[config.mk]
export PLATFORM = sky130hd
export DESIGN_NAME = ecpu_alu
export DESIGN_NICKNAME = d
export VERILOG_FILES = /design/src/rtl/ecpu_pkg.sv /design/src/rtl/ecpu_alu.sv
export SDC_FILE = /design/constraint.sdc
export NUM_CORES = 1
export LEC_CHECK = 0
export BUFFER_PORTS_ARGS = -buffer_cell sky130_fd_sc_hd__buf_2
export CAP_MARGIN = 20
export CORE_MARGIN = 4
export CORE_UTILIZATION = 30
export DETAILED_ROUTE_END_ITERATION = 7
export GPL_ROUTABILITY_DRIVEN = 0
export GPL_TIMING_DRIVEN = 0
export SYNTH_ARGS = -nofsm -noshare
export SYNTH_HDL_FRONTEND = slang
export SYNTH_SLANG_ARGS = --single-unit
[constraint.sdc]
create_clock -name vclk -period 8.9
set_input_delay 0.89 -clock vclk [all_inputs]
set_output_delay 0.89 -clock vclk [all_outputs]
set_load 0.005 [all_outputs]
[src/rtl/ecpu_pkg.sv]
// Package: shared types, opcode codes and decode functions for the 6502 instruction core.
`default_nettype none

package ecpu_pkg;

    localparam int ECPU_MEM_ADDR_BITS = 16;

    // Item commands
    typedef enum logic [1:0] {
        CMD_WRITE  = 2'd0,
        CMD_READ   = 2'd1,
        CMD_SET_PC = 2'd2,
        CMD_EXEC   = 2'd3
    } cmd_t;

    // Addressing modes
    typedef enum logic [3:0] {
        AM_NONE, AM_IMM, AM_ZP, AM_ZPX, AM_ZPY, AM_ABS, AM_ABX, AM_ABY,
        AM_IZX, AM_IZY, AM_IND
    } amode_t;

    // Instruction classes as the sequencer sees them
    typedef enum logic [3:0] {
        K_IMPL, K_LOAD, K_STORE, K_RMW, K_BRANCH, K_JMP, K_JSR, K_BRK,
        K_PHA, K_PHP, K_PLA, K_PLP, K_RTI, K_RTS
    } kind_t;

    // Sequencer states
    typedef enum logic [3:0] {
        ST_IDLE, ST_RDWAIT, ST_OPC, ST_OPL, ST_OPH, ST_PTRL, ST_PTRH,
        ST_OPND, ST_PUSH, ST_PULL, ST_VECL, ST_VECH, ST_WRES
    } state_t;

    typedef struct packed {
        amode_t     mode;
        kind_t      kind;
        logic [1:0] len;
    } dec_t;

    // Register file and operand into the ALU
    typedef struct packed {
        logic [7:0] op;
        logic [7:0] v;
        logic [7:0] a;
        logic [7:0] x;
        logic [7:0] y;
        logic [7:0] s;
        logic [7:0] f;
    } alu_in_t;

    typedef struct packed {
        logic [7:0] a;
        logic [7:0] x;
        logic [7:0] y;
        logic [7:0] s;
        logic [7:0] f;
        logic [7:0] wval;
    } alu_out_t;

    // Status bit positions
    localparam int FB_C = 0;
    localparam int FB_Z = 1;
    localparam int FB_I = 2;
    localparam int FB_D = 3;
    localparam int FB_B = 4;
    localparam int FB_U = 5;
    localparam int FB_V = 6;
    localparam int FB_N = 7;

    // Opcode groups
    localparam logic [1:0] CC_ALU = 2'b01;
    localparam logic [1:0] CC_RMW = 2'b10;

    localparam logic [2:0] AAA_ORA = 3'd0;
    localparam logic [2:0] AAA_AND = 3'd1;
    localparam logic [2:0] AAA_EOR = 3'd2;
    localparam logic [2:0] AAA_ADC = 3'd3;
    localparam logic [2:0] AAA_STA = 3'd4;
    localparam logic [2:0] AAA_LDA = 3'd5;
    localparam logic [2:0] AAA_CMP = 3'd6;
    localparam logic [2:0] AAA_SBC = 3'd7;

    localparam logic [2:0] AAA_ASL = 3'd0;
    localparam logic [2:0] AAA_ROL = 3'd1;
    localparam logic [2:0] AAA_LSR = 3'd2;
    localparam logic [2:0] AAA_ROR = 3'd3;
    localparam logic [2:0] AAA_STX = 3'd4;
    localparam logic [2:0] AAA_LDX = 3'd5;
    localparam logic [2:0] AAA_DEC = 3'd6;
    localparam logic [2:0] AAA_INC = 3'd7;

    localparam logic [2:0] BBB_IMM = 3'd0;
    localparam logic [2:0] BBB_ZP  = 3'd1;
    localparam logic [2:0] BBB_ACC = 3'd2;
    localparam logic [2:0] BBB_ABS = 3'd3;
    localparam logic [2:0] BBB_ZPI = 3'd5;
    localparam logic [2:0] BBB_STK = 3'd6;
    localparam logic [2:0] BBB_ABI = 3'd7;

    localparam logic [4:0] BRANCH_PAT = 5'b10000;

    // Opcodes handled one by one
    localparam logic [7:0] OP_BRK     = 8'h00;
    localparam logic [7:0] OP_PHP     = 8'h08;
    localparam logic [7:0] OP_CLC     = 8'h18;
    localparam logic [7:0] OP_JSR     = 8'h20;
    localparam logic [7:0] OP_BIT_ZP  = 8'h24;
    localparam logic [7:0] OP_PLP     = 8'h28;
    localparam logic [7:0] OP_BIT_ABS = 8'h2C;
    localparam logic [7:0] OP_SEC     = 8'h38;
    localparam logic [7:0] OP_RTI     = 8'h40;
    localparam logic [7:0] OP_PHA     = 8'h48;
    localparam logic [7:0] OP_JMP_ABS = 8'h4C;
    localparam logic [7:0] OP_CLI     = 8'h58;
    localparam logic [7:0] OP_RTS     = 8'h60;
    localparam logic [7:0] OP_PLA     = 8'h68;
    localparam logic [7:0] OP_JMP_IND = 8'h6C;
    localparam logic [7:0] OP_SEI     = 8'h78;
    localparam logic [7:0] OP_STY_ZP  = 8'h84;
    localparam logic [7:0] OP_DEY     = 8'h88;
    localparam logic [7:0] OP_NOP_89  = 8'h89;
    localparam logic [7:0] OP_STY_ABS = 8'h8C;
    localparam logic [7:0] OP_STY_ZPX = 8'h94;
    localparam logic [7:0] OP_TYA     = 8'h98;
    localparam logic [7:0] OP_LDY_IMM = 8'hA0;
    localparam logic [7:0] OP_LDY_ZP  = 8'hA4;
    localparam logic [7:0] OP_TAY     = 8'hA8;
    localparam logic [7:0] OP_LDY_ABS = 8'hAC;
    localparam logic [7:0] OP_LDY_ZPX = 8'hB4;
    localparam logic [7:0] OP_CLV     = 8'hB8;
    localparam logic [7:0] OP_LDY_ABX = 8'hBC;
    localparam logic [7:0] OP_CPY_IMM = 8'hC0;
    localparam logic [7:0] OP_CPY_ZP  = 8'hC4;
    localparam logic [7:0] OP_INY     = 8'hC8;
    localparam logic [7:0] OP_CPY_ABS = 8'hCC;
    localparam logic [7:0] OP_CLD     = 8'hD8;
    localparam logic [7:0] OP_CPX_IMM = 8'hE0;
    localparam logic [7:0] OP_CPX_ZP  = 8'hE4;
    localparam logic [7:0] OP_INX     = 8'hE8;
    localparam logic [7:0] OP_CPX_ABS = 8'hEC;
    localparam logic [7:0] OP_SED     = 8'hF8;

    // N and Z from a result byte
    function automatic logic [7:0] set_nz(logic [7:0] f, logic [7:0] v);
        logic [7:0] r;
        r       = f;
        r[FB_N] = v[7];
        r[FB_Z] = (v == 8'h00);
        return r;
    endfunction

    // Mode of the main ALU group from bits 4..2
    function automatic amode_t alu_mode(logic [2:0] bbb);
        amode_t m;
        unique case (bbb)
            3'd0:    m = AM_IZX;
            3'd1:    m = AM_ZP;
            3'd2:    m = AM_IMM;
            3'd3:    m = AM_ABS;
            3'd4:    m = AM_IZY;
            3'd5:    m = AM_ZPX;
            3'd6:    m = AM_ABY;
            default: m = AM_ABX;
        endcase
        return m;
    endfunction

    // Full opcode decode
    function automatic dec_t ecpu_decode(logic [7:0] op);
        dec_t       d;
        logic [2:0] aaa;
        logic [2:0] bbb;
        logic       xy;
        aaa    = op[7:5];
        bbb    = op[4:2];
        xy     = (aaa == AAA_STX) || (aaa == AAA_LDX);
        d.mode = AM_NONE;
        d.kind = K_IMPL;
        d.len  = 2'd1;
        if (op[1:0] == CC_ALU) begin
            if (op != OP_NOP_89) begin
                d.mode = alu_mode(bbb);
                d.kind = (aaa == AAA_STA) ? K_STORE : K_LOAD;
            end
        end else if (op[1:0] == CC_RMW) begin
            if (bbb == BBB_ZP) d.mode = AM_ZP;
            else if (bbb == BBB_ABS) d.mode = AM_ABS;
            else if (bbb == BBB_ZPI) d.mode = xy ? AM_ZPY : AM_ZPX;
            else if (bbb == BBB_ABI && aaa != AAA_STX) d.mode = xy ? AM_ABY : AM_ABX;
            else if (bbb == BBB_IMM && aaa == AAA_LDX) d.mode = AM_IMM;
            if (d.mode != AM_NONE) begin
                if (aaa == AAA_STX) d.kind = K_STORE;
                else if (aaa == AAA_LDX) d.kind = K_LOAD;
                else d.kind = K_RMW;
            end
        end else if (op[4:0] == BRANCH_PAT) begin
            d.kind = K_BRANCH;
        end else begin
            unique case (op)
                OP_BRK:     d.kind = K_BRK;
                OP_PHP:     d.kind = K_PHP;
                OP_PLP:     d.kind = K_PLP;
                OP_PHA:     d.kind = K_PHA;
                OP_PLA:     d.kind = K_PLA;
                OP_RTI:     d.kind = K_RTI;
                OP_RTS:     d.kind = K_RTS;
                OP_JSR:     begin d.kind = K_JSR;  d.mode = AM_ABS; end
                OP_JMP_ABS: begin d.kind = K_JMP;  d.mode = AM_ABS; end
                OP_JMP_IND: begin d.kind = K_JMP;  d.mode = AM_IND; end
                OP_BIT_ZP:  begin d.kind = K_LOAD; d.mode = AM_ZP;  end
                OP_BIT_ABS: begin d.kind = K_LOAD; d.mode = AM_ABS; end
                OP_STY_ZP:  begin d.kind = K_STORE; d.mode = AM_ZP;  end
                OP_STY_ABS: begin d.kind = K_STORE; d.mode = AM_ABS; end
                OP_STY_ZPX: begin d.kind = K_STORE; d.mode = AM_ZPX; end
                OP_LDY_IMM, OP_CPY_IMM, OP_CPX_IMM: begin
                    d.kind = K_LOAD; d.mode = AM_IMM;
                end
                OP_LDY_ZP, OP_CPY_ZP, OP_CPX_ZP: begin
                    d.kind = K_LOAD; d.mode = AM_ZP;
                end
                OP_LDY_ABS, OP_CPY_ABS, OP_CPX_ABS: begin
                    d.kind = K_LOAD; d.mode = AM_ABS;
                end
                OP_LDY_ZPX: begin d.kind = K_LOAD; d.mode = AM_ZPX; end
                OP_LDY_ABX: begin d.kind = K_LOAD; d.mode = AM_ABX; end
                default:    d.kind = K_IMPL;
            endcase
        end
        // Instruction length for the PC advance
        if (d.kind == K_BRANCH) d.len = 2'd2;
        else if (d.mode == AM_ABS || d.mode == AM_ABX || d.mode == AM_ABY) d.len = 2'd3;
        else if (d.mode != AM_NONE) d.len = 2'd2;
        return d;
    endfunction

endpackage

`default_nettype wire

[src/rtl/ecpu_alu.sv]
// Instruction ALU: register, flag and store-value results for one opcode.
`default_nettype none

module ecpu_alu (
    input  wire ecpu_pkg::alu_in_t  alu_in,
    output ecpu_pkg::alu_out_t      alu_out
);
    import ecpu_pkg::*;

    // Binary add with carry in; returns {flags, sum}
    function automatic logic [15:0] do_adc(logic [7:0] a, logic [7:0] m, logic [7:0] f);
        logic [8:0] s;
        logic [7:0] vx;
        logic [7:0] nf;
        s        = {1'b0, a} + {1'b0, m} + {8'h00, f[FB_C]};
        vx       = ~(a ^ m) & (a ^ s[7:0]);
        nf       = f;
        nf[FB_V] = vx[7];
        nf[FB_C] = s[8];
        nf       = set_nz(nf, s[7:0]);
        return {nf, s[7:0]};
    endfunction

    // Compare; returns the new flags
    function automatic logic [7:0] do_cmp(logic [7:0] r, logic [7:0] m, logic [7:0] f);
        logic [7:0] nf;
        nf       = f;
        nf[FB_C] = (r >= m);
        nf       = set_nz(nf, 8'(r - m));
        return nf;
    endfunction

    // Shifts, rotates, increment and decrement; returns {flags, result}
    function automatic logic [15:0] do_shift(logic [2:0] k, logic [7:0] v, logic [7:0] f);
        logic [7:0] r;
        logic       c;
        logic [7:0] nf;
        c = f[FB_C];
        unique case (k)
            AAA_ASL: begin c = v[7]; r = {v[6:0], 1'b0}; end
            AAA_ROL: begin c = v[7]; r = {v[6:0], f[FB_C]}; end
            AAA_LSR: begin c = v[0]; r = {1'b0, v[7:1]}; end
            AAA_ROR: begin c = v[0]; r = {f[FB_C], v[7:1]}; end
            AAA_DEC: r = v - 8'd1;
            default: r = v + 8'd1;
        endcase
        nf       = f;
        nf[FB_C] = c;
        nf       = set_nz(nf, r);
        return {nf, r};
    endfunction

    logic [2:0] aaa;
    logic [2:0] bbb;
    logic       is_mem;

    assign aaa = alu_in.op[7:5];
    assign bbb = alu_in.op[4:2];
    assign is_mem = (bbb == BBB_ZP) || (bbb == BBB_ABS) || (bbb == BBB_ZPI) ||
                    ((bbb == BBB_ABI) && (aaa != AAA_STX)) ||
                    ((bbb == BBB_IMM) && (aaa == AAA_LDX));

    // Per-opcode results
    always_comb begin
        alu_out.a    = alu_in.a;
        alu_out.x    = alu_in.x;
        alu_out.y    = alu_in.y;
        alu_out.s    = alu_in.s;
        alu_out.f    = alu_in.f;
        alu_out.wval = 8'h00;
        if (alu_in.op[1:0] == CC_ALU) begin
            if (alu_in.op != OP_NOP_89) begin
                unique case (aaa)
                    AAA_ORA: begin
                        alu_out.a = alu_in.a | alu_in.v;
                        alu_out.f = set_nz(alu_in.f, alu_in.a | alu_in.v);
                    end
                    AAA_AND: begin
                        alu_out.a = alu_in.a & alu_in.v;
                        alu_out.f = set_nz(alu_in.f, alu_in.a & alu_in.v);
                    end
                    AAA_EOR: begin
                        alu_out.a = alu_in.a ^ alu_in.v;
                        alu_out.f = set_nz(alu_in.f, alu_in.a ^ alu_in.v);
                    end
                    AAA_ADC: {alu_out.f, alu_out.a} = do_adc(alu_in.a, alu_in.v, alu_in.f);
                    AAA_STA: alu_out.wval = alu_in.a;
                    AAA_LDA: begin
                        alu_out.a = alu_in.v;
                        alu_out.f = set_nz(alu_in.f, alu_in.v);
                    end
                    AAA_CMP: alu_out.f = do_cmp(alu_in.a, alu_in.v, alu_in.f);
                    default: {alu_out.f, alu_out.a} = do_adc(alu_in.a, ~alu_in.v, alu_in.f);
                endcase
            end
        end else if (alu_in.op[1:0] == CC_RMW) begin
            if (is_mem) begin
                if (aaa == AAA_STX) begin
                    alu_out.wval = alu_in.x;
                end else if (aaa == AAA_LDX) begin
                    alu_out.x = alu_in.v;
                    alu_out.f = set_nz(alu_in.f, alu_in.v);
                end else begin
                    {alu_out.f, alu_out.wval} = do_shift(aaa, alu_in.v, alu_in.f);
                end
            end else if (bbb == BBB_ACC) begin
                if (!aaa[2]) begin
                    {alu_out.f, alu_out.a} = do_shift(aaa, alu_in.a, alu_in.f);
                end else if (aaa == AAA_STX) begin
                    alu_out.a = alu_in.x;
                    alu_out.f = set_nz(alu_in.f, alu_in.x);
                end else if (aaa == AAA_LDX) begin
                    alu_out.x = alu_in.a;
                    alu_out.f = set_nz(alu_in.f, alu_in.a);
                end else if (aaa == AAA_DEC) begin
                    {alu_out.f, alu_out.x} = do_shift(AAA_DEC, alu_in.x, alu_in.f);
                end
            end else if (bbb == BBB_STK) begin
                if (aaa == AAA_STX) begin
                    alu_out.s = alu_in.x;
                end else if (aaa == AAA_LDX) begin
                    alu_out.x = alu_in.s;
                    alu_out.f = set_nz(alu_in.f, alu_in.s);
                end
            end
        end else begin
            unique case (alu_in.op)
                OP_BRK: begin
                    alu_out.wval       = alu_in.f | 8'h30;
                    alu_out.f[FB_I]    = 1'b1;
                end
                OP_PHP: alu_out.wval = alu_in.f | 8'h30;
                OP_PHA: alu_out.wval = alu_in.a;
                OP_PLA: begin
                    alu_out.a = alu_in.v;
                    alu_out.f = set_nz(alu_in.f, alu_in.v);
                end
                OP_PLP, OP_RTI: begin
                    alu_out.f        = alu_in.v;
                    alu_out.f[FB_U]  = 1'b0;
                end
                OP_CLC: alu_out.f[FB_C] = 1'b0;
                OP_SEC: alu_out.f[FB_C] = 1'b1;
                OP_CLI: alu_out.f[FB_I] = 1'b0;
                OP_SEI: alu_out.f[FB_I] = 1'b1;
                OP_CLV: alu_out.f[FB_V] = 1'b0;
                OP_CLD: alu_out.f[FB_D] = 1'b0;
                OP_SED: alu_out.f[FB_D] = 1'b1;
                OP_BIT_ZP, OP_BIT_ABS: begin
                    alu_out.f[FB_N] = alu_in.v[7];
                    alu_out.f[FB_V] = alu_in.v[6];
                    alu_out.f[FB_Z] = ((alu_in.a & alu_in.v) == 8'h00);
                end
                OP_STY_ZP, OP_STY_ABS, OP_STY_ZPX: alu_out.wval = alu_in.y;
                OP_DEY: {alu_out.f, alu_out.y} = do_shift(AAA_DEC, alu_in.y, alu_in.f);
                OP_INY: {alu_out.f, alu_out.y} = do_shift(AAA_INC, alu_in.y, alu_in.f);
                OP_INX: {alu_out.f, alu_out.x} = do_shift(AAA_INC, alu_in.x, alu_in.f);
                OP_TYA: begin
                    alu_out.a = alu_in.y;
                    alu_out.f = set_nz(alu_in.f, alu_in.y);
                end
                OP_TAY: begin
                    alu_out.y = alu_in.a;
                    alu_out.f = set_nz(alu_in.f, alu_in.a);
                end
                OP_LDY_IMM, OP_LDY_ZP, OP_LDY_ABS, OP_LDY_ZPX, OP_LDY_ABX: begin
                    alu_out.y = alu_in.v;
                    alu_out.f = set_nz(alu_in.f, alu_in.v);
                end
                OP_CPY_IMM, OP_CPY_ZP, OP_CPY_ABS:
                    alu_out.f = do_cmp(alu_in.y, alu_in.v, alu_in.f);
                OP_CPX_IMM, OP_CPX_ZP, OP_CPX_ABS:
                    alu_out.f = do_cmp(alu_in.x, alu_in.v, alu_in.f);
                default: alu_out.wval = 8'h00;
            endcase
        end
    end

endmodule

`default_nettype wire

# Word level (Yosys, flattened, before mapping)

Cells that the tools add are included.

RAM bits: 0
Bits in registers: 0
Memories kept: 0
ROM bits: 0
Bits of input ports: 56
Latch bits: 0
Output and inout port bits: 48
Word-level logic and storage cells: 206

Add/sub/neg operators: 15
Shift-type cells: 0
$lt $le $gt $ge: 3
Equal/unequal tests: 49
Divide/modulo/power cells: 0
Bitwise gates (word level): 11
Multiplexer cells: 86
$mul: 0
Reductions and logical operators: 42

Operators by type and width:

| kind                  | count |
|---|---|
| $mux W8               | 64 |
| $eq A8 B8 Y1 const B  | 22 |
| $logic_not A8 Y1      | 20 |
| $mux W16              | 5 |
| $pmux W8 S5           | 2 |
| $pmux W8 S7           | 1 |
| $pmux W8 S6           | 1 |
| $eq A8 B7 Y1 const B  | 5 |
| $add A8 B1 Y8 const B | 4 |
| $eq A8 B6 Y1 const B  | 4 |
| $pmux W8 S4           | 1 |
| $sub A8 B1 Y8 const B | 4 |
| $xor A8 B8 Y8         | 4 |
| $and A8 B8 Y8         | 3 |
| $ge A8 B8 Y1          | 3 |
| $mux W24              | 1 |
| $not A8 Y8            | 3 |
| $pmux W8 S3           | 1 |
| $sub A8 B8 Y8         | 3 |
| $add A8 B8 Y9         | 2 |
| $add A9 B1 Y9         | 2 |
| $eq A3 B3 Y1 const B  | 6 |
| $pmux W8 S2           | 1 |
| $reduce_or A2 Y1      | 7 |
| other kinds (23)      | 37 |

# Depth between registers and ports, before layout

Gate-level depths: netlist (run 1).

Depth in word-level cells: 18
Depth in mapped cells: 13
Gate-level depth less buffers: 11

# Worst setup path after synthesis (run 1)

Ideal clock, no wire load.

Path type: input -> output
Start point: input port alu_in[40] (netlist bit)
End point: output port alu_out[9] (netlist bit)
Data required time: 8.010 ns
Path slack: 4.589 ns
Buffers on the path: 1
Data arrival time: 3.421 ns
Stages on the path: 11
Cell sequence: clkbuf_1 inv_1 fa_1 nor2b_1 o311a_1 nand2b_1 a221oi_1 a21oi_1 a31oi_1 a21oi_1 or4_1

RTL lines:

| what        | line          | RTL |
|---|---|---|
| from (decl) | ecpu_alu.sv:5 | `input wire ecpu_pkg::alu_in_t alu_in,` |
| to (decl)   | ecpu_alu.sv:6 | `output ecpu_pkg::alu_out_t alu_out` |

==> out/results.txt, run 1 <==
The flow ran to the end, but the final reports show violations. The final reports fail on design-rule violations. The floorplan step set the die height to 149 um. For the headroom to the max-slew limit, the log shows 0.270.

Based on the critical path, the design can be clocked at up to 173 MHz. Count of cells resized by post-cts repair: 0. The proportion of layout cells with a drive suffix above 1 is 0.147. For this run, the slowest stage of the critical path takes 490 ps. After detailed placement, the total cell area comes to 6840 um2. The global-route wire length before repair is 46900 um, and the x dimension of the die is 149 um. Number of fill cells: 2214. The logs give 0 for the final max-slew violation count and 0.266 for the total track usage. For this run, the number of standard cells in the final layout without fillers is 1313.

The slew of the pin with the lowest slew margin is 1090 ps, and the summed instance area of the synthesized netlist is 6000 um2. After routing the design area is 6840 um2. Maximum VDD drop: 0.0170 mV. Via count of the first global-routing pass: 7934. Registers take 0 um2. The number of cell rows was 51. After the first detailed-routing iteration, the DRC count stood at 1724. The number of routed nets with antenna violations is 0, and the power density normalized to cell area is 57.5 nW/um2. For the hold-fix buffer count after cts, the log shows 0.

The critical path startpoint category was a primary input. Across all layers, the routed design uses 8717 vias. Entering global routing, the biggest net connects 11 pins. The data arrival time of the worst path is 4880 ps. The tools report the count of final hold-check violations as 0. Walking the worst path, the cells encountered are buf_2 > clkbuf_1 > inv_1 > ha_1 > clkbuf_1 > inv_1 > a21oi_1 > o21bai_1 > a21oi_1 > a21oi_1 > o31a_1 > a211oi_1 > o211ai_1 > buf_2. The run gives 1313 as the number of placed instances, taps included. The analysis attributes to cell leakage a power of 2.63 nW. The first detailed-routing pass ran for 8 iterations. The worst hold path belongs to the class in2out. The average size of a mapped cell works out to 6.34 um2. Pin placement for this block handled 104 I/O pins. The number of I/O port buffers is 102, and the total overflow reported by the global router is 0.

The post-detailed-routing wire length came out at 31800 um. Once the clock tree was built, the setup fixing pass inserted 0 buffers. The detailed placement HPWL was 24500 um.

Using the TritonRoute via totals, the vias-per-cell ratio works out to 6.64. The critical path's slowest cell was clkbuf_1. The area added between synthesis and finish was 14.1%. The final critical path time including I/O delays and setup was 5770 ps; the antenna diode count was 0. Setup repair after global routing left no endpoint under its margin. The tool flagged a number of max-cap violations equal to 0. Dividing the detail-routed wire length by the instance count gives 24.2 um.

The cell repeated most along the worst path was a21oi_1. The run gives 0 as the part of the Yosys area used for sequential elements. STA classifies the critical path endpoint as an output port. In this run the standard cell core region covers 19600 um2. The final standard cell utilization of the core was 0.349.

Yosys printed 0 warnings. The run gives 946 as the synthesized instance count. The starting density of the core is 0.306, and the setup TNS after final layout is 0 ps.

The floorplan step defined a die boundary enclosing 22300 um2. Yosys mapped the design onto 79 distinct sky130hd cell types. The number of antenna violations at the first check in global routing came out at 0. The setup path with the least slack is of type in2out. In the final design database the tool counted 1160 nets. After layout, the clock buffer instance count stands at 0. Of all nets on the critical path, the largest fanout is 10.

On the final layout, the worst hold slack is 2070 ps. There are 0 flip-flops and latches. The number of endpoints failing setup at the final stage was 0.

STA puts the critical path data required time at 8010 ps. The net count of the mapped netlist is 1056. The post-detailed-route DRC marker count was 140; the portion of the clock cycle consumed by the worst path in the final layout was 0.649.
cells in the mapped netlist (all sizes together) (6+ instances only):
cell	count	area, um2
mux2	11	124
nor2	89	337
a31oi	16	100
nand2b	19	119
o311ai	6	52.6
o221ai	12	105
o2111ai	7	61.3
nand2	88	333
clkbuf	59	223
buf	27	134
xor2	8	70.1
o21ai	83	415
nor3b	6	60.1
xnor2	32	280
inv	35	131
nor3	41	221
nor4	12	103
nand3	27	135
a21oi	75	375
o211ai	16	120
or3	7	43.8
a211oi	12	90.1
a22oi	16	120
a221oi	22	193
a32oi	6	52.6
mux2i	18	180
ha	49	613
o22ai	15	93.8
and3	8	50.1
nor2b	16	100
nand4	16	100
a221o	8	80.1
per-layer routing:
metal	routed length [um]	GRT usage
met1	12500	0.363
met2	12200	0.380
met3	4820	0.0833
met4	2260	0.124
met5	0	0
where the power goes:
group	switching, mW	total (mW)	internal [mW]
Combinational	0.258	0.393	0.135
Sequential	0	0	0
Clock	0	0	0
final cells by class:
cell class,instances,area (um2),area share
multi-input cells,824,5510,0.805
repair buffers,102,510,0.0746
plain buffers,86,357,0.0521
well taps,265,332,0.0484
inverters,36,135,0.0197
logic make-up after synthesis:
family | Yosys count | share of synthesized area
AOI/OAI and AO/OA | 348 | 0.388
xor gates and xnor gates | 40 | 0.0584
adders and majority gates | 54 | 0.119
buffers and inverters | 122 | 0.0820
muxes | 29 | 0.0507
and+or+nand+nor | 353 | 0.302
worst max-delay path: cells and delay by family:
| kind | cells | cell delay [ps] |
|---|---|---|
| adder cells (fa/ha/maj) | 1 | 490 |
| buffers and inverters | 6 | 1870 |
| AO/OA/AOI/OAI | 7 | 1630 |
final timing paths:
check / slack [ps] / endpoint / cells after the start / start
worst min-delay path: 2070 / alu_out[13] / 3 / alu_in[5]
worst max-delay path: 3130 / alu_out[8] / 14 / alu_in[45]
cell usage in the layout (no fill, tap or decap), drive strengths merged, types with 15 or more instances in the layout:
cell / netlist / layout
a21oi: 75 / 75
buf: 27 / 129
o22ai: 15 / 15
nor2b: 16 / 16
a221oi: 22 / 22
a31oi: 16 / 16
xnor2: 32 / 32
nand3: 27 / 27
nand2b: 19 / 19
nand2: 88 / 88
nor2: 89 / 89
nor3: 41 / 41
o21ai: 83 / 83
ha: 49 / 49
a22oi: 16 / 16
clkbuf: 59 / 59
inv: 35 / 35
nand4: 16 / 16
mux2i: 18 / 18
o211ai: 16 / 16
per-stage QoR:
step           power [mW]  setup WS, ps
2_1_floorplan       0.239          4590
3_3_place_gp        0.371          3350
3_5_place_dp        0.372          3310
4_1_cts             0.374          3290
5_1_grt             0.415          2990
6_report            0.393          3130
Note: power is estimated with default switching activity, not from simulation.
==> inputs of run 2 (changes only) <==
clock period = 4.9 ns   (was 8.9 ns; I/O delays follow)
==> run 2 against run 1 <==
- worst hold slack worse by 800 ps
- the flow still finishes with violations (design-rule violations)
- design area hardly changed
- via count grew 0.34%
==> out/results.txt, run 2 (synthesized netlist as in run 1, its figures left out) <==
The number of antenna violations at the first check in global routing is 0 (unchanged), and the total met2 wirelength after detailed routing is 12200 um (about the same). The area added between synthesis and finish is 14.2% (was 14.1%), and the setup TNS after final layout is 0 ps (unchanged). The total track usage is 0.266 (unchanged). The cell repeated most along the worst path is buf_2 (was a21oi_1). The path category of the worst min-delay check is in2out (unchanged). The sequential fraction of design power is 0 (about the same), and the die boundary height is 149 um (unchanged). The highest metal layer with signal wires is met4 (unchanged). For the total overflow reported by the global router, the log shows 0 (unchanged).

The sequential cell area is 0 um2 (unchanged), and the detailed-router iteration count before antenna repair is 8 (unchanged). The final design instance area without fill is 6850 um2 (was 6840 um2). The number of routed nets with antenna violations was 0 (unchanged); the number of cells in the finished layout apart from fillers was 1312 (was 1313).

The logs give 4410 ps (was 8010 ps) for the required time of the critical path and 19600 um2 (unchanged) for the placeable core area. The power spent charging and discharging nets is 469 uW (was 258 uW). Detailed placement HPWL: 24500 um (unchanged). Most frequent cells in the layout: 122 x buf_2, 88 x nor2_1, 87 x nand2_1 (unchanged). For the met1 wire length, the log shows 12300 um (was 12500 um).

The logs give 0.306 (unchanged) for the starting density of the core and 208 MHz for the maximum clock frequency. The pre-CTS setup slack was 112 ps (was 3310 ps). The power density normalized to cell area was 104 nW/um2 (was 57.5 nW/um2). The flow ran to the end, but the final reports show violations. Critical path's slowest cell: clkbuf_1 (unchanged).

The delay contributed by the slowest stage of the critical path was 580 ps (was 490 ps). For the overall power consumption, the log shows 714 uW (was 393 uW). The critical path startpoint category is a primary input (unchanged). Setup repair after global routing could not meet its margin everywhere. The run gives 0.257 (was 0.270) as the headroom to the max-slew limit. The fraction of power spent switching nets was 0.656 (was 0.657); the proportion of layout cells with a drive suffix above 1 was 0.149 (was 0.147). The met3 routed wirelength is 5010 um (was 4820 um). The logs give 11 (unchanged) for the largest net degree at the start of global routing and 8747 (was 8717) for the via count of the routed design. The logs give 104 (unchanged) for the number of ports placed on the die boundary and 1.000 (about the same) for the combinational power share. The area of the die is 22300 um2 (unchanged). The leakage power total came out at 2.63 nW (about the same). The internal power is 246 uW (was 135 uW), and the final critical path time including I/O delays and setup is 4810 ps.

The net count of the finished layout was 1159 (was 1160); the x dimension of the die was 149 um (unchanged). The count of final hold-check violations came out at 0 (unchanged). The class of the most critical setup path was in2out (unchanged).

The slew of the pin with the lowest slew margin is 1110 ps (was 1090 ps). For the data arrival time of the worst path, the log shows 4320 ps (was 4880 ps). For the final hold slack, the log shows 1270 ps (was 2070 ps). The post-detailed-route DRC marker count is 32 (was 140), and the final worst setup slack is 88.3 ps (was 3130 ps). Cell breakdown of the critical path: buf_2 > clkbuf_1 > inv_1 > ha_1 > nor3_1 > nor2_1 > o41a_1 > or3_1 > a2111oi_0 > a31oi_1 > a211oi_1 > or4_1 > buf_2 (was buf_2 > clkbuf_1 > inv_1 > ha_1 > clkbuf_1 > inv_1 > a21oi_1 > o21bai_1 > a21oi_1 > a21oi_1 > o31a_1 > a211oi_1 > o211ai_1 > buf_2). The number of vias per cell after detailed routing was 6.67 (was 6.64); the post-detailed-routing wire length was 31700 um (was 31800 um). The number of DRC markers after the initial detailed-route iteration is 1765 (was 1724). Gate family responsible for the most delay along the worst path: buffers and inverters (unchanged). The via count of the first global-routing pass came out at 7934 (unchanged). The tools report the critical path endpoint category as an output port (unchanged).

The tools report the number of placed instances, taps included as 1313 (unchanged). The number of I/O port buffers was 102 (unchanged). Hold-fix buffer count after cts: 0 (unchanged).

The logs give 6840 um2 (unchanged) for the cell area after placement and 0 (unchanged) for the antenna diode count. The tools report the clock buffer count as 0 (unchanged). The maximum fanout count along the critical path was 10 (unchanged); the routed length per placed instance was 24.1 um (was 24.2 um). The final standard cell utilization of the core is 0.350 (was 0.349), and the maximum VDD drop is 0.0302 mV (was 0.0170 mV).

Violated checks: design-rule violations (unchanged). The final max-slew violation count is 0 (unchanged), and the portion of the clock cycle consumed by the worst path in the final layout is 0.982. The most common cell after layout, fill and taps aside was buf_2 (unchanged). The fraction of power consumed by the clock network was 0 (about the same); the number of fill cells was 2211 (was 2214). The max-cap violation count came out at 0 (unchanged). Buffers plus inverters on the worst setup path: 4 (was 6). The tools report the number of endpoints failing setup at the final stage as 0 (unchanged).

The logs give 51 (unchanged) for the number of cell rows and 46900 um (unchanged) for the global-route wire length before repair. For the number of sequential cells in the layout, the log shows 0 (unchanged).
==> run 2: timing repair <==
action                     4_1_cts  5_1_grt
setup buffers                    0        1
resized for setup                0        2
setup endpoints to repair        0        3
==> run 2: final timing paths <==
kind,from,end,slack [ps],cells after the start
worst max-delay path,alu_in[44],alu_out[9],90,13
worst min-delay path,alu_in[5],alu_out[13],1270,3
==> run 2: cell type report <==
| class | count | area, um2 | share of cell area |
|---|---|---|---|
| Multi-Input combinational cell | 824 | 5510 | 0.805 |
| Buffer | 84 | 349 | 0.0510 |
| Tap cell | 265 | 332 | 0.0484 |
| Inverter | 36 | 139 | 0.0203 |
| Timing Repair Buffer | 103 | 518 | 0.0756 |
==> run 2: routing by layer <==
| metal | up-vias | track usage |
|---|---|---|
| met5 | - | 0 |
| met4 | 0 | 0.124 |
| met3 | 185 | 0.0833 |
| met2 | 811 | 0.380 |
| met1 | 3955 | 0.363 |
| li1 | 3796 | - |
==> run 2: worst min-delay path, stage by stage <==
cell,delay (ps)
buf_2,70
nor2b_1,100
buf_2,110
==> run 2: power by group through the flow <==
stage | clock (mW) | combinational [mW] | sequential, mW
2_1_floorplan | 0 | 0.435 | 0
3_3_place_gp | 0 | 0.673 | 0
3_5_place_dp | 0 | 0.676 | 0
4_1_cts | 0 | 0.680 | 0
5_1_grt | 0 | 0.754 | 0
6_report | 0 | 0.714 | 0
